[config.mk]
export PLATFORM = sky130hd
export DESIGN_NAME = tachometer_period_to_rpm_top
export DESIGN_NICKNAME = d
export VERILOG_FILES = /design/src/hdl/tpr_pkg.sv /design/src/hdl/tpr_div.sv /design/src/hdl/tachometer_period_to_rpm_top.sv
export SDC_FILE = /design/constraint.sdc
export NUM_CORES = 1
export LEC_CHECK = 0
export BUFFER_PORTS_ARGS = -buffer_cell sky130_fd_sc_hd__buf_4
export CORE_MARGIN = 5
export CORE_UTILIZATION = 55
export DETAILED_ROUTE_END_ITERATION = 10
export PLACE_DENSITY = 0.75
export SYNTH_ARGS = -nofsm -noshare
export SYNTH_HDL_FRONTEND = slang
export SYNTH_SLANG_ARGS = --single-unit
[constraint.sdc]
create_clock -name aclk -period 7.3 [get_ports aclk]
set_input_delay 0.73 -clock aclk [delete_from_list [all_inputs] [get_ports aclk]]
set_output_delay 0.73 -clock aclk [all_outputs]
set_load 0.1 [all_outputs]
[src/hdl/tpr_pkg.sv]
package tpr_pkg;

    localparam int STAMP_WIDTH_DEF = 32;
    localparam int FIELD_W         = 32;
    // dividend is 2*ticks_per_minute + period, below 2^34
    localparam int NUM_W           = FIELD_W + 2;
    localparam logic [FIELD_W-1:0] TPM_RESET = 32'd60000000;

    localparam logic [1:0] MODE_ARM     = 2'd0;
    localparam logic [1:0] MODE_CAPTURE = 2'd1;
    localparam logic [1:0] MODE_DISARM  = 2'd2;

    typedef enum logic [2:0] {
        ST_IDLE = 3'b001,
        ST_DIV  = 3'b010,
        ST_OUT  = 3'b100
    } tpr_state_t;

    typedef struct packed {
        logic               done;
        logic [FIELD_W-1:0] quot;
    } tpr_div_status_t;

endpackage

[src/hdl/tpr_div.sv]
// Restoring divider, one quotient bit per cycle.
module tpr_div
    import tpr_pkg::*;
#(
    parameter int DEN_W = STAMP_WIDTH_DEF + 1
) (
    input  logic             aclk,
    input  logic             aresetn,
    input  logic             start,
    input  logic [NUM_W-1:0] num,
    input  logic [DEN_W-1:0] den,
    output tpr_div_status_t  status
);

    localparam int CNT_W = $clog2(NUM_W + 1);

    logic [NUM_W-1:0] num_reg, num_next;
    logic [DEN_W-1:0] den_reg, den_next;
    logic [DEN_W-1:0] rem_reg, rem_next;
    logic [CNT_W-1:0] cnt_reg, cnt_next;
    logic             done_reg, done_next;

    logic [DEN_W:0] shifted;
    logic [DEN_W:0] diff;
    logic           fits;

    always_comb begin
        shifted  = {rem_reg, num_reg[NUM_W-1]};
        diff     = shifted - {1'b0, den_reg};
        fits     = (shifted >= {1'b0, den_reg});
        num_next = num_reg;
        den_next = den_reg;
        rem_next = rem_reg;
        cnt_next = cnt_reg;
        done_next = 1'b0;
        if (start) begin
            num_next = num;
            den_next = den;
            rem_next = '0;
            cnt_next = CNT_W'(NUM_W);
        end else if (cnt_reg != '0) begin
            // quotient bits shift in behind the dividend bits
            num_next = {num_reg[NUM_W-2:0], fits};
            rem_next = fits ? diff[DEN_W-1:0] : shifted[DEN_W-1:0];
            cnt_next = cnt_reg - 1'b1;
            done_next = (cnt_reg == CNT_W'(1));
        end
    end

    always_ff @(posedge aclk) begin
        if (!aresetn) begin
            cnt_reg  <= '0;
            done_reg <= 1'b0;
        end else begin
            cnt_reg  <= cnt_next;
            done_reg <= done_next;
        end
        num_reg <= num_next;
        den_reg <= den_next;
        rem_reg <= rem_next;
    end

    assign status.done = done_reg;
    assign status.quot = num_reg[FIELD_W-1:0];

endmodule

[src/hdl/tachometer_period_to_rpm_top.sv]
// Single-shot fan tachometer: period between two captured edges, turned into rpm.
// Input channel (s_valid/s_ready): s_mode 0 arms a measurement and drops any
// stored first stamp, 1 is a capture with s_timestamp, 2 disarms, 3 is ignored.
// While armed, the first capture stores its stamp; the second capture gives one
// result item on the m_ channel and disarms. Captures while disarmed give nothing.
// Result: m_rpm = round-half-up(ticks_per_minute / period), m_period_ticks, and
// m_zero_period, set with rpm 0 when both stamps are equal.
// cfg_wr_en/cfg_wr_data write ticks_per_minute; write only while idle.
// A result-producing capture loads the restoring divider at the accepting edge;
// the divider shifts in one quotient bit each iteration, then the quotient is
// registered into m_rpm and m_valid rises; a zero period goes straight to the
// result. The block is not ready while dividing, so a measurement holds off
// the input until its quotient is registered.
// While a result waits on m_ready, items that give no result are still taken;
// a capture that would give a second result is held off until the first leaves.
// Reset (aresetn low, synchronous) disarms, clears the stored stamp flag, drops
// any pending result and restores ticks_per_minute to 60000000.
module tachometer_period_to_rpm_top
    import tpr_pkg::*;
#(
    parameter int STAMP_WIDTH = STAMP_WIDTH_DEF
) (
    input  logic               aclk,
    input  logic               aresetn,
    input  logic               cfg_wr_en,
    input  logic [FIELD_W-1:0] cfg_wr_data,
    input  logic               s_valid,
    output logic               s_ready,
    input  logic [1:0]         s_mode,
    input  logic [FIELD_W-1:0] s_timestamp,
    output logic               m_valid,
    input  logic               m_ready,
    output logic [FIELD_W-1:0] m_rpm,
    output logic [FIELD_W-1:0] m_period_ticks,
    output logic               m_zero_period
);

    localparam int DEN_W = STAMP_WIDTH + 1;

    tpr_state_t state_reg, state_next;
    logic armed_reg, armed_next;
    logic have_first_reg, have_first_next;
    logic [STAMP_WIDTH-1:0] first_reg, first_next;
    logic [FIELD_W-1:0] tpm_reg, tpm_next;
    logic [FIELD_W-1:0] rpm_reg, rpm_next;
    logic [STAMP_WIDTH-1:0] per_reg, per_next;
    logic zero_reg, zero_next;

    logic [STAMP_WIDTH-1:0] stamp;
    logic [STAMP_WIDTH-1:0] period;
    logic                   is_final;
    logic                   s_fire;
    logic                   m_fire;
    logic                   div_start;
    logic [NUM_W-1:0]       div_num;
    logic [DEN_W-1:0]       div_den;
    tpr_div_status_t        div_status;

    assign stamp    = s_timestamp[STAMP_WIDTH-1:0];
    assign period   = stamp - first_reg;   // wraps modulo the stamp width
    assign is_final = (s_mode == MODE_CAPTURE) && armed_reg && have_first_reg;

    // idle takes anything; with a result pending, only items that add no result
    assign s_ready = (state_reg == ST_IDLE) || ((state_reg == ST_OUT) && !is_final);
    assign s_fire  = s_valid && s_ready;
    assign m_valid = (state_reg == ST_OUT);
    assign m_fire  = m_valid && m_ready;

    // (2*tpm + p) / (2*p) gives the half-up rounding
    assign div_num   = NUM_W'({tpm_reg, 1'b0}) + NUM_W'(per_next);
    assign div_den   = {per_next, 1'b0};
    assign div_start = s_fire && is_final && (period != '0);

    tpr_div #(
        .DEN_W (DEN_W)
    ) u_div (
        .aclk    (aclk),
        .aresetn (aresetn),
        .start   (div_start),
        .num     (div_num),
        .den     (div_den),
        .status  (div_status)
    );

    always_comb begin
        state_next      = state_reg;
        armed_next      = armed_reg;
        have_first_next = have_first_reg;
        first_next      = first_reg;
        tpm_next        = cfg_wr_en ? cfg_wr_data : tpm_reg;
        rpm_next        = rpm_reg;
        per_next        = per_reg;
        zero_next       = zero_reg;

        if (s_fire) begin
            case (s_mode)
                MODE_ARM: begin
                    armed_next      = 1'b1;
                    have_first_next = 1'b0;
                end
                MODE_DISARM: begin
                    armed_next      = 1'b0;
                    have_first_next = 1'b0;
                end
                MODE_CAPTURE: begin
                    if (armed_reg && !have_first_reg) begin
                        first_next      = stamp;
                        have_first_next = 1'b1;
                    end else if (is_final) begin
                        armed_next      = 1'b0;
                        have_first_next = 1'b0;
                        per_next        = period;
                        if (period == '0) begin
                            rpm_next  = '0;
                            zero_next = 1'b1;
                        end else begin
                            zero_next = 1'b0;
                        end
                    end
                end
                default: begin
                end
            endcase
        end

        case (state_reg)
            ST_IDLE: begin
                if (s_fire && is_final) begin
                    state_next = (period == '0) ? ST_OUT : ST_DIV;
                end
            end
            ST_DIV: begin
                if (div_status.done) begin
                    rpm_next   = div_status.quot;
                    state_next = ST_OUT;
                end
            end
            ST_OUT: begin
                if (m_fire) begin
                    state_next = ST_IDLE;
                end
            end
            default: begin
                state_next = ST_IDLE;
            end
        endcase
    end

    always_ff @(posedge aclk) begin
        if (!aresetn) begin
            state_reg      <= ST_IDLE;
            armed_reg      <= 1'b0;
            have_first_reg <= 1'b0;
            tpm_reg        <= TPM_RESET;
        end else begin
            state_reg      <= state_next;
            armed_reg      <= armed_next;
            have_first_reg <= have_first_next;
            tpm_reg        <= tpm_next;
        end
        first_reg <= first_next;
        rpm_reg   <= rpm_next;
        per_reg   <= per_next;
        zero_reg  <= zero_next;
    end

    assign m_rpm          = rpm_reg;
    assign m_period_ticks = FIELD_W'(per_reg);
    assign m_zero_period  = zero_reg;

endmodule

==> results.txt, run 1 <==
- In this design, the stage delay of the slowest critical-path cell is between 0.4 and 0.5 ns.
- In this run, post-CTS hold repair placed 0 buffers.
- After detailed routing, the average wire length per cell comes to approximately 18 microns.
- At the pin with the least slew margin, the transition time is between 1 and 1.5 ns.
- After clock tree synthesis, the clock-pin slew on the worst setup and hold paths is 0.06 ns.
* Vias per std cell: 5.754
- Layout Area Growth over Synthesis: 15.84%
- The detail route stage leaves a number of antenna-violating nets equal to 0.
- Final Critical Period: 6.192 ns
- After detailed routing, the number of remaining DRC violations is 0.
- Utilization of the core after routing: 64.25%
- Summed over all cells, the static leakage comes to between 7 and 8 nW.
- For this block, the via count after detailed routing is around 11000.
- Input and output buffers added on the ports amount to 137.
- Setup violations remaining at the end of the flow were counted as 0.
- The root buffer cell chosen for the clock tree is sky130_fd_sc_hd__clkbuf_16.
- The die covers roughly 0.028 sq mm.
* HPWL Detailed: 26.27 mm
* CORE AREA: 0.02496 sq mm
- Sort of element at the end of the critical path: flop
- From left edge to right edge, the die measures 168.7 microns.
* Initial DRC Count: roughly 630
- Required time at the worst-slack endpoint: 7.59 ns
- The final number of hold-violating endpoints came to 0.
* Fmax: 161.5 MHz
- Total Nets Final: 1737
- Largest fanout on the critical path: 4
* First-pass GRT wire length: 56.01 mm
* Io pins: 138
- From bottom edge to top edge, the die measures 168.7 microns.
- Unrepaired setup endpoints after global routing: false
* Per-instance average area after synthesis: 9.616 sq um
- Total placed instance area: approximately 0.015 sq mm
- Counting flops and latches in the post-synthesis netlist gives 240.
- Total grt overflow: 0
- Entering global routing, the biggest net connects 62 pins.
- Count of pins over their slew limit: 0
- Fraction of synthesized cell area taken by the top area cell type: roughly 21%
- On the critical path, the stage with the largest delay is an instance of sky130_fd_sc_hd__o21ai_0.
- Final weighted congestion in routability-driven placement: 0.9197
* Setup Total Neg Slack: 0 ns
- Cell taking the most area after synthesis: sky130_fd_sc_hd__edfxtp_1
- Setup WS post-layout: 1.108 ns
- The netlist uses 83 different library cells.
* Place WS: around 0.62 ns
- CTS tree: done
- The clock arrives with between 0.015 and 0.02 ns of skew.
* Final clock period utilization by the worst path: 84.82%
- Max Buffers Root-to-Sink: 3
- Classification of the worst setup path: primary input to flop
- Count of standard-cell rows: 58
- Arrival time reported for the critical path endpoint: ~6.5 ns
* Synth top cells by count: 145 x sky130_fd_sc_hd__nand2_1, 141 x sky130_fd_sc_hd__dfxtp_1, 100 x sky130_fd_sc_hd__ha_1, 99 x sky130_fd_sc_hd__edfxtp_1, 97 x sky130_fd_sc_hd__nor2_1
- The most used flip-flop cell after synthesis is sky130_fd_sc_hd__dfxtp_1.
- Counting both buffers and inverters, the worst setup path holds a total of 3.
- The share of the Yosys chip area taken by registers is a little over two fifths.
* Proportion of synthesized flip-flops having asynchronous set or reset: 0%
* Met1 GRT Util: 33.20%
* Status: finished clean
- The number of global-route vias before repair is 10660.
* Yosys warnings: 0
* Power density over the cells: about 300 mW/mm^2
- H-tree Lvls: 1
* Post-Synthesis Net Count: ~1600
- Total Routing Usage GR: between 20% and 30%
* Resized Gates After CTS: 0
- In the post-synthesis netlist, the cell with the most instances is sky130_fd_sc_hd__nand2_1.
- Counting flops with a built-in enable in the synthesized netlist gives ~100.
- The kind of cell with the highest combined delay along the critical path is compound AO/OA/AOI/OAI gates.
- Clock latency on the worst-skew pair: between 0.5 and 0.6 ns
* First-pass iteration count of the detailed router: 5
* Finished Cell Area: 0.01604 sq mm
- After synthesis the cells add up to between 0.01 and 0.015 sq mm.
* Global-route layer with the greatest usage: met2
- Worst IR drop on VDD: 0.0001964 V
* GR Layer Usage met3: 3.713%
- 0 antenna diodes ended up in the layout.
- Cells after Synth: 1440
- Initial Utilization: 55.47%
- Clock tree sinks: 240
- Cells with a size suffix above 1 make up 14.14% of the layout.
- Clock tree synthesis inserted a total of 27 buffers.
- Worst hold-check path type: primary input to flop
- Count of buffers added by post-CTS timing repair for setup: 0
- The register with the most flip-flops in the layout has 34 of them.
- The tool flagged a number of max-cap violations equal to 0.
- Number of fill cells in the layout: slightly above 2000
- Worst slew slack as a fraction of its limit: 23.52%
- In the post-synthesis netlist, the biggest area contributors are sky130_fd_sc_hd__edfxtp_1 21%, sky130_fd_sc_hd__dfxtp_1 20%, sky130_fd_sc_hd__ha_1 9.0%.
* Total Wirelength: 35.08 mm
* Element type at the critical path start: primary input
- GR met2 Demand/Resource: 39.29%
- Initial antenna violation count: 0
==> routing by layer <==
layer | vias up | wire length (microns)
met3 | 65 | 1859
li1 | 5507 | -
met2 | 305 | 16260
met5 | - | 0
met4 | 0 | 1141
met1 | 5137 | 15820
==> cell type report <==
cell class / instances / area, sq um / area share (%)
multi-input cells: 1057 / 7481 / 46.64
well taps: 330 / 412.9 / 2.574
clock buffers: 37 / 733.2 / 4.571
flip-flops and latches: 240 / 5796 / 36.13
repair buffers: 146 / 1096 / 6.833
clock inverters: 13 / 178.9 / 1.115
inverters: 91 / 342.8 / 2.137
==> per-stage QoR <==
step           hold WS [ns]  total power [mW]  std cells
3_5_place_dp         0.4536             3.460       1864
4_1_cts              0.3619             4.867       1914
5_1_grt              0.3645             5.158       1914
2_1_floorplan        0.4319             3.102       1440
3_3_place_gp         0.4396             3.416       1864
6_report             0.3784             4.839       1914
==> path summary, 6_finish.rpt <==
kind,to,slack (ns),cells after the start,from
setup / recovery,u_div.num_reg[31],1.11,25,s_timestamp[0]
hold / removal,first_reg[5],0.38,1,s_timestamp[5]
setup reg to reg,u_div.num_reg[31],1.13,23,first_reg[0]
hold reg to reg,u_div.rem_reg[0],0.46,2,u_div.rem_reg[0]
==> layout by cell type (no fill, tap or decap), types with 35 or more instances in the layout <==
cell type	instances
sky130_fd_sc_hd__dfxtp_1	141
sky130_fd_sc_hd__buf_4	146
sky130_fd_sc_hd__mux2i_1	38
sky130_fd_sc_hd__a21oi_1	89
sky130_fd_sc_hd__a211oi_1	35
sky130_fd_sc_hd__o21ai_0	50
sky130_fd_sc_hd__edfxtp_1	99
sky130_fd_sc_hd__nor3_1	48
sky130_fd_sc_hd__xnor2_1	46
sky130_fd_sc_hd__inv_1	90
sky130_fd_sc_hd__nor2_1	96
sky130_fd_sc_hd__nand2_1	145
sky130_fd_sc_hd__nor2b_1	36
sky130_fd_sc_hd__ha_1	100
==> worst register-to-register path, stage by stage (launching register included) <==
cell                        delay [ns]
sky130_fd_sc_hd__edfxtp_1         0.33
sky130_fd_sc_hd__ha_1             0.17
sky130_fd_sc_hd__inv_1            0.06
sky130_fd_sc_hd__fa_1             0.42
sky130_fd_sc_hd__a211oi_1         0.23
sky130_fd_sc_hd__o21bai_1         0.16
sky130_fd_sc_hd__o21a_1           0.26
sky130_fd_sc_hd__o21ai_1          0.24
sky130_fd_sc_hd__o21a_1           0.16
sky130_fd_sc_hd__xor2_1           0.09
sky130_fd_sc_hd__o21ai_0          0.49
sky130_fd_sc_hd__ha_1             0.39
sky130_fd_sc_hd__a21oi_1          0.16
sky130_fd_sc_hd__o21ai_0          0.19
sky130_fd_sc_hd__a32oi_1          0.24
sky130_fd_sc_hd__o211ai_1         0.15
sky130_fd_sc_hd__a31o_2           0.29
sky130_fd_sc_hd__a31oi_1          0.30
sky130_fd_sc_hd__o211ai_1         0.17
sky130_fd_sc_hd__a211o_1          0.33
sky130_fd_sc_hd__o31a_1           0.30
sky130_fd_sc_hd__a2111oi_0        0.43
sky130_fd_sc_hd__nor3_1           0.10
sky130_fd_sc_hd__mux2_4           0.26
==> cells by family (layout without fill, tap and decap cells) <==
group / after synthesis / in the layout / share of synthesized area (%)
adder cells (fa/ha/maj): 103 / 103 / 9.470
flip-flops: 240 / 240 / 41.85
buffers and inverters: 143 / 287 / 4.247
AO/OA/AOI/OAI: 378 / 378 / 19.15
AND/OR/NAND/NOR: 435 / 435 / 15.29
XOR/XNOR: 73 / 73 / 4.617
multiplexers: 68 / 68 / 5.376
==> power breakdown <==
group	total (mW)	switching, mW	internal, mW
registers	1.89	0.176	1.72
clock network	1.40	0.549	0.847
logic	1.55	0.883	0.670
total	4.84	1.61	3.23
Note: power is estimated with default switching activity, not from simulation.
==> inputs of run 2 (changes only) <==
- ABC_AREA: not set -> 1
- PLACE_DENSITY: 0.75 -> 0.74
- clock period: 7.3 -> 6.48 ns (I/O delays scaled with it)
==> run 2 against run 1 <==
Effect of this change:
- first-iteration DRC count up 63%
- utilization down 0.64 points
- largest cell class unchanged
- non-clock buffer count grew 6
- clock power rose by 13%
- register-to-register slack better by 1.0 ns
- largest power group is now combinational logic
- combinational power rose by 94%
==> results.txt, run 2 <==
- Finished Cell Area: 0.01816 sq mm (+13%)
* Register clock-pin slew on the reported worst setup and hold paths: 0.06 ns (about the same)
- Largest fanout on the critical path: 46 (+42)
- Final clock period utilization by the worst path: 67.86%
- Post-synthesis cell area: 0.01583 sq mm (+14%)
- Antenna-violating nets left: 0 (unchanged)
- In this run the worst hold path is classified as primary input to flop.
* Final Hold Fails: 0 (unchanged)
* Vias after detailed routing: 15130 (+37%)
- Sequential cell area fraction in the yosys report: 36.62% (-5.2 points)
* Classification of the worst setup path: primary input to flop
* Die H: 179.6 microns (+6.5%)
* Fmax: 227.4 MHz
- Setup WS post-layout: 2.083 ns (+0.9745 ns)
- First-pass iteration count of the detailed router: 5 (unchanged)
- Diodes inserted: 0 (unchanged)
- The top cell types in the final layout, fill and taps aside, are 768 x sky130_fd_sc_hd__nand2_1, 384 x sky130_fd_sc_hd__inv_1, 232 x sky130_fd_sc_hd__nor2_1.
- The number of flip-flops in the largest register is 34 (unchanged).
* Total Wirelength: 48.15 mm (+37%)
- Vias in the first global route: 14470 (+36%)
- Top area cells in the synthesized netlist: sky130_fd_sc_hd__edfxtp_1 19%, sky130_fd_sc_hd__nand2_1 18%, sky130_fd_sc_hd__dfxtp_1 18%
- The fraction of post-synthesis cell area in the top cell type by area is 18.78% (-2.7 points).
- Worst Hold Launch: s_timestamp[5]
- The number of H-tree branching levels was 1 (unchanged).
* Required time at the worst-slack endpoint: 6.77 ns (-0.82 ns)
- Number of fill cells in the layout: 2701 (+33%)
- The placeable core area is 0.02855 sq mm (+14%).
- HPWL Detailed: 38.06 mm (+45%)
* Max Buffers Root-to-Sink: 3 (unchanged)
- Port Buffer Count: 137 (unchanged)
- Most common library cell in the layout ignoring fill and taps: sky130_fd_sc_hd__nand2_1
- Hold Slack: 0.2995 ns (-0.07890 ns)
- The worst setup path is launched from a primary input.
- The minimum setup slack after placement was 1.630 ns (+1.014 ns).
- The hold-fix buffer count after cts came to 0 (unchanged).
- The worst path in the final design needs a cycle of 4.397 ns, including I/O delays and setup.
- Worst clock skew: 0.01110 ns (-0.005865 ns)
- The mean instance size in the synthesized netlist is 6.735 sq um (-30%).
- The final standard cell utilization of the core is 63.62% (-0.64 points).
- Count of standard-cell rows: 62 (+6.9%)
* Synth top cells by count: 768 x sky130_fd_sc_hd__nand2_1, 384 x sky130_fd_sc_hd__inv_1, 233 x sky130_fd_sc_hd__nor2_1, 183 x sky130_fd_sc_hd__nand3_1, 141 x sky130_fd_sc_hd__dfxtp_1
* Yosys warnings: 0 (unchanged)
- The logic depth of the worst register-to-register path came to 19 (-17%).
- For hold timing, the worst endpoint is first_reg[5].
* Layout Area Growth over Synthesis: 14.75%
* Num CTS Buffers: 27 (unchanged)
* Total placed instance area: 0.01724 sq mm (+14%)
- The worst setup path is captured at a flop.
- The tree is rooted in a sky130_fd_sc_hd__clkbuf_16.
- Ys flop type: sky130_fd_sc_hd__dfxtp_1
* Cell taking the most area after synthesis: sky130_fd_sc_hd__edfxtp_1
- Leakage component of the power: 9.544 nW (+34%)
- The count of pins on the block boundary came to 138 (unchanged).
- The remaining max-slew budget at the tightest pin was 33.25% (+9.7 points).
* Post-Synthesis Net Count: 2524 (+56%)
- The fraction of registers with async set or reset after synthesis was 0% (unchanged).
* Average routed wire per standard cell: 16.71 microns (-8.8%)
- The reg2reg setup slack is 2.16 ns (+1.03 ns).
- The arrival time at the worst endpoint came to 4.68 ns (-1.80 ns).
- Total die area: 0.03227 sq mm (+13%)
- Clock latency on the worst-skew pair: 0.54 ns (about the same)
* Count of pins over their slew limit: 0 (unchanged)
- Count of flip-flops with a built-in enable after synthesis: 99 (unchanged)
* Count of cell types in the netlist: 40 (-52%)
- Initial DRC Count: 1035 (+63%)
- Setup repair after global routing left no endpoint under its margin.
- The final estimated routing congestion in global placement came to 0.9884 (+7.5%).
- The cell count after synthesis was 2350 (+63%).
* First-pass GRT wire length: 76.81 mm (+37%)
- The final number of setup-violating endpoints was 0 (unchanged).
- Setup Total Neg Slack: 0 ns (unchanged)
- Power density over the cells: 373.1 mW/mm^2 (+24%)
- Remaining DRCs: 0 (unchanged)
* Worst Hold Depth: 1 (unchanged)
* Status: finished clean
- Initial Utilization: 55.44% (about the same)
* Source of the worst register-to-register timing path: state_reg[2]
- The number of nets at the end of the flow was 2650 (+53%).
- The fraction of final layout cells sized beyond drive strength 1 was 8.610% (-5.5 points).
* Clock tree sinks: 240 (unchanged)
- Total Routing Usage GR: 28.81% (+4.8 points)
- Die width: 179.6 microns (+6.5%)
* Total grt overflow: 0 (unchanged)
- TritonCTS built the clock tree.
* Register bit count reported by yosys: 240 (unchanged)
- Pin slew with the least headroom to its limit: 0.9980 ns (-0.1492 ns)
- The setup fix buffers added after clock tree synthesis was 0 (unchanged).
* Resized Gates After CTS: 0 (unchanged)
- Most repeated cell in the gate-level netlist after synthesis: sky130_fd_sc_hd__nand2_1
* Initial antenna violation count: 0 (unchanged)
- Maximum number of pins on one net before global-route repair: 52 (-16%)
- The endpoint identified for the worst register-to-register timing path is u_div.num_reg[32].
- The max-capacitance violation count is 0 (unchanged).
- The routed via count divided by cell count is 5.251 (-8.7%).
* Worst IR drop on VDD: 0.0002795 V (+42%)
run 2: logic make-up after synthesis:
group	synth area share, %
and+or+nand+nor	32.95
buffers and inverters	10.83
DFF	36.62
AOI/OAI and AO/OA	8.048
adders and majority gates	8.285
xor gates and xnor gates	3.265
run 2: how the worst max path moves through the flow:
stage | from | to | slack, ns
2_1_floorplan | state_reg[2] | u_div.num_reg[17] | 0.03
3_3_place_gp | s_mode[0] | u_div.num_reg[27] | 1.66
3_5_place_dp | s_mode[0] | u_div.num_reg[27] | 1.63
4_1_cts | s_mode[0] | u_div.num_reg[32] | 2.19
5_1_grt | s_mode[1] | u_div.num_reg[33] | 1.76
6_report | s_mode[0] | u_div.num_reg[32] | 2.08
run 2: cell type report:
cell class,instances,area (sq um),share of cell area [%]
flip-flops and latches,240,5796,31.91
clock inverters,14,163.9,0.9025
inverters,388,1456,8.019
clock buffers,36,762.0,4.196
well taps,384,480.5,2.646
multi-input cells,1667,8362,46.04
repair buffers,152,1141,6.283
run 2: metrics by stage:
step	power, mW	std cells
after CTS	6.780	2881
after global placement	5.126	2831
after floorplan	4.391	2350
after global routing	7.292	2881
after detailed placement	5.175	2831
final	6.776	2881
run 2: report_power, final:
group | leakage (nW) | switching, mW | internal, mW | total [mW]
logic | 7.00 | 2.02 | 0.992 | 3.01
registers | 2.10 | 0.213 | 1.97 | 2.19
clock network | 0.440 | 0.632 | 0.950 | 1.58
run 2: critical path, cell delays in order:
cell and delay [ns]:
sky130_fd_sc_hd__buf_4 0.12, sky130_fd_sc_hd__ha_1 0.23, sky130_fd_sc_hd__inv_1 0.13, sky130_fd_sc_hd__nor3_1 0.06, sky130_fd_sc_hd__inv_1 0.13, sky130_fd_sc_hd__nand2_1 0.08
sky130_fd_sc_hd__nand2_1 0.11, sky130_fd_sc_hd__nand2_1 0.15, sky130_fd_sc_hd__nor2_4 0.28, sky130_fd_sc_hd__inv_2 0.34, sky130_fd_sc_hd__o21ai_0 0.74, sky130_fd_sc_hd__ha_1 0.42
sky130_fd_sc_hd__a21oi_1 0.20, sky130_fd_sc_hd__o21ai_0 0.12, sky130_fd_sc_hd__a21oi_1 0.16, sky130_fd_sc_hd__nand3_1 0.16, sky130_fd_sc_hd__nand2_1 0.09, sky130_fd_sc_hd__o211ai_1 0.13
sky130_fd_sc_hd__nand2_1 0.11, sky130_fd_sc_hd__nand3_1 0.08, sky130_fd_sc_hd__nand4_1 0.10, sky130_fd_sc_hd__nand2_1 0.06
run 2: metal layers:
layer,vias up,global-route usage [%],wire [microns]
met3,77,2.809,2759
met1,6923,39.22,21340
met4,0,7.802,1451
met5,-,0,0
li1,7675,-,-
met2,454,49.31,22600
==> inputs of run 3 (changes only) <==
- PLACE_DENSITY: 0.74 -> 0.77
- clock period: 6.48 -> 3.67 ns (I/O delays scaled with it)
==> run 3 against run 2 <==
Effect of this change:
- the run now ends with negative setup slack left
- power grew 89%
- die area did not move
- sequential power is 76% higher
- largest power group unchanged
==> results.txt, run 3 (synthesis results as in run 2) <==
* Status: finished with violations
* Violated checks: negative setup slack
- Count of standard-cell rows: 62 (unchanged)
- Setup violation total in the final timing report: 1 (+1)
* First-pass iteration count of the detailed router: 6 (+1)
- The cell family contributing the most delay on the critical path is simple AND/OR/NAND/NOR gates.
- The flip-flop and latch area came to 0.005798 sq mm (about the same).
- Required time at the worst-slack endpoint: 3.99 ns (-2.78 ns)
- The count of input and output buffers came to 137 (unchanged).
- Total routed wire length on the met1 layer: 23.12 mm (+8.3%)
- Count of pins over their slew limit: 0 (unchanged)
- Counting I/O delays and the setup requirement, the final critical path takes 3.694 ns.
* Diodes inserted: 0 (unchanged)
- Top library cells by usage in the layout, fill and taps aside: 684 x sky130_fd_sc_hd__nand2_1, 378 x sky130_fd_sc_hd__buf_4, 371 x sky130_fd_sc_hd__inv_1
* Delay of the slowest cell on the worst path: 0.32 ns (-0.42 ns)
- The highest ir drop seen on vdd is 0.0004717 V (+69%).
- Final cell count without fillers: 3142 (+9.1%)
- Clock root buffer master: sky130_fd_sc_hd__clkbuf_16
- The setup skew after layout came to 0.01291 ns (+0.001816 ns).
* Max FFs per register: 34 (unchanged)
- The buffer levels on the longest clock path came to 3 (unchanged).
* H-tree Lvls: 1 (unchanged)
- The minimum setup slack in the final design came to -0.02372 ns (-2.107 ns).
* Classification of the worst setup path: flop to flop
* Die width: 179.6 microns (unchanged)
* HPWL Detailed: 39.94 mm (+4.9%)
- Layout Area Growth over Synthesis: 37.58%
* Initial antenna violation count: 1 (+1)
* Cell total after placement: 3048 (+7.7%)
- Largest fanout on the critical path: 4 (-91%)
* Register clock-pin slew on the reported worst setup and hold paths: 0.07 ns (about the same)
* Final Hold Fails: 0 (unchanged)
- The number of global-route vias before repair was 15800 (+9.2%).
* Share of layout cells above drive strength 1: 25.96% (+17 points)
- The largest individual stage delay along the critical path comes from the cell sky130_fd_sc_hd__edfxtp_1.
- Initial DRC Count: 1319 (+27%)
- The final standard cell utilization of the core came to 76.28% (+13 points).
- The aggregate routed wire length was 54.58 mm (+13%).
- Reported max-cap violation count: 0 (unchanged)
- Depth of the worst register-to-register path: 26 (+7)
- The met2 wire length is 25.75 mm (+14%).
* Topmost layer with routed signal wires: met5
- The total die area came to 0.03227 sq mm (unchanged).
- The average routed wire per standard cell came to 17.37 microns (+3.9%).
- Based on the critical path, the design can be clocked at up to approximately 270 MHz.
- The arrival time at the worst endpoint is 4.01 ns (-0.67 ns).
- The post-placement cell area came to 0.01917 sq mm (+11%).
- Clock tree sinks: 240 (unchanged)
- Total grt overflow: 0 (unchanged)
- The remaining max-slew budget at the tightest pin came to 26.56% (-6.7 points).
- Leakage component of the power: 11.09 nW (+16%)
* Worst path bufs/invs: 4 (unchanged)
- The largest net degree at the start of global routing is 52 (unchanged).
* Worst R2R Setup Slack: -0.02 ns (-2.18 ns)
- The library cell used most frequently in the layout, excluding fill and tap cells, is sky130_fd_sc_hd__nand2_1.
- Antenna-violating nets left: 0 (unchanged)
- Power density over the cells: 587.9 mW/mm^2 (+58%)
- The final estimated routing congestion in global placement is 0.9643 (-2.4%).
- Most frequent CP cell: sky130_fd_sc_hd__nand2_1
- In this run the critical register-to-register path is captured at u_div.num_reg[32].
- Area of the multi-input gates: 0.009856 sq mm (+18%)
* CTS tree: done
- Die H: 179.6 microns (unchanged)
- The count of unresolved DRC violations after routing is 0 (unchanged).
* Number of stages on the worst setup path: 26 (+18%)
* Initial Utilization: 55.44% (unchanged)
* Final clock period utilization by the worst path: 100.6%
- Sort of element at the end of the critical path: flop
- Total Nets Final: 2911 (+9.8%)
* Sum of met3 wire segment lengths after detailed routing: 3.034 mm (+10%)
- Tracing the worst setup path back leads to its startpoint at first_reg[14].
- The wire length of the first global-routing pass came to 80.74 mm (+5.1%).
- Element type at the critical path start: flop
* Worst hold-check path type: primary input to flop
* Io pins: 138 (unchanged)
* Vias per std cell: 5.327 (+1.5%)
- Number of fill cells in the layout: 2142 (-21%)
* Source of the worst register-to-register timing path: first_reg[14]
- Unrepaired setup endpoints after global routing: true
* Num CTS Buffers: 27 (unchanged)
- Finished Cell Area: 0.02177 sq mm (+20%)
- Vias after detailed routing: 16740 (+11%)
- The overall power consumption is 12.80 mW (+89%).
* Clock latency on the worst-skew pair: 0.55 ns (about the same)
- The critical path ends at u_div.num_reg[32].
- The slew at the pin with the worst max-slew slack was 1.100 ns (+0.1023 ns).
- The global routing usage summed across all routing layers was 30.39% (+1.6 points).
* CORE AREA: 0.02855 sq mm (unchanged)
run 3: changes by cell type in the layout (fill, tap and decap cells not counted), moves of 21 or more:
| cell | delta |
|---|---|
| sky130_fd_sc_hd__ha_1 | -47 |
| sky130_fd_sc_hd__a21oi_1 | -38 |
| sky130_fd_sc_hd__buf_4 | +226 |
| sky130_fd_sc_hd__nand2_1 | -84 |
| sky130_fd_sc_hd__nand2_2 | +70 |
| sky130_fd_sc_hd__nor2_1 | -30 |
| sky130_fd_sc_hd__dlygate4sd3_1 | +27 |
| sky130_fd_sc_hd__nor2_2 | +21 |
| sky130_fd_sc_hd__ha_4 | +44 |
| sky130_fd_sc_hd__a21oi_2 | +31 |
| sky130_fd_sc_hd__o21ai_0 | -22 |
run 3: layout make-up:
class / count / share of cell area (%)
repair buffers: 413 / 14.97
well taps: 384 / 2.207
clock buffers: 37 / 3.660
inverters: 388 / 6.723
clock inverters: 13 / 0.5516
flip-flops and latches: 240 / 26.63
multi-input cells: 1667 / 45.26
run 3: what timing repair did:
action                                  in CTS  in global routing
setup buffers                                2                 15
gates resized for setup                     30                256
hold endpoints to repair                    27                  0
pin swaps                                    6                 46
endpoints found under the setup margin      11                 25
hold buffers                                27                  0
run 3: per-stage QoR:
| step | hold WS [ns] | TNS, ns | setup WS [ns] |
|---|---|---|---|
| 2_1_floorplan | 0.4329 | -15.49 | -0.4287 |
| 3_3_place_gp | 0.4600 | -2.505 | -0.2836 |
| 3_5_place_dp | 0.4678 | -3.526 | -0.3515 |
| 4_1_cts | 0.0001214 | 0 | 0.003684 |
| 5_1_grt | 0.003036 | -0.9904 | -0.2357 |
| 6_report | 0.01528 | -0.02372 | -0.02372 |
run 3: where the power goes:
part           leakage [nW]  switching [mW]  internal (mW)
registers              2.10           0.375           3.48
logic                  8.54            3.85           2.30
clock network         0.448            1.18           1.61
run 3: worst min path at each step:
| stage | startpoint | to | slack [ns] | cells after the start |
|---|---|---|---|---|
| after floorplan | tpm_reg[9] | tpm_reg[9] | 0.43 | 2 |
| after global placement | tpm_reg[16] | tpm_reg[16] | 0.46 | 2 |
| after detailed placement | u_div.num_reg[5] | m_rpm[5] | 0.47 | 2 |
| after CTS | s_timestamp[0] | first_reg[0] | 0.0001 | 1 |
| after global routing | s_timestamp[0] | first_reg[0] | 0.003 | 1 |
| final | s_timestamp[0] | first_reg[0] | 0.02 | 1 |
run 3: worst register-to-register path: cells and delay by family, from the launching register on:
| family | cells | cell delay, ns |
|---|---|---|
| AO/OA/AOI/OAI | 1 | 0.14 |
| flip-flops | 1 | 0.32 |
| AND/OR/NAND/NOR | 19 | 2.01 |
| buffers and inverters | 4 | 0.38 |
| adder cells (fa/ha/maj) | 2 | 0.61 |
run 3: layer usage:
layer / vias up / GRT usage (%)
met5: - / 0
met4: 2 / 12.19
met3: 164 / 3.921
met2: 600 / 51.07
met1: 7776 / 39.88
li1: 8197 / -
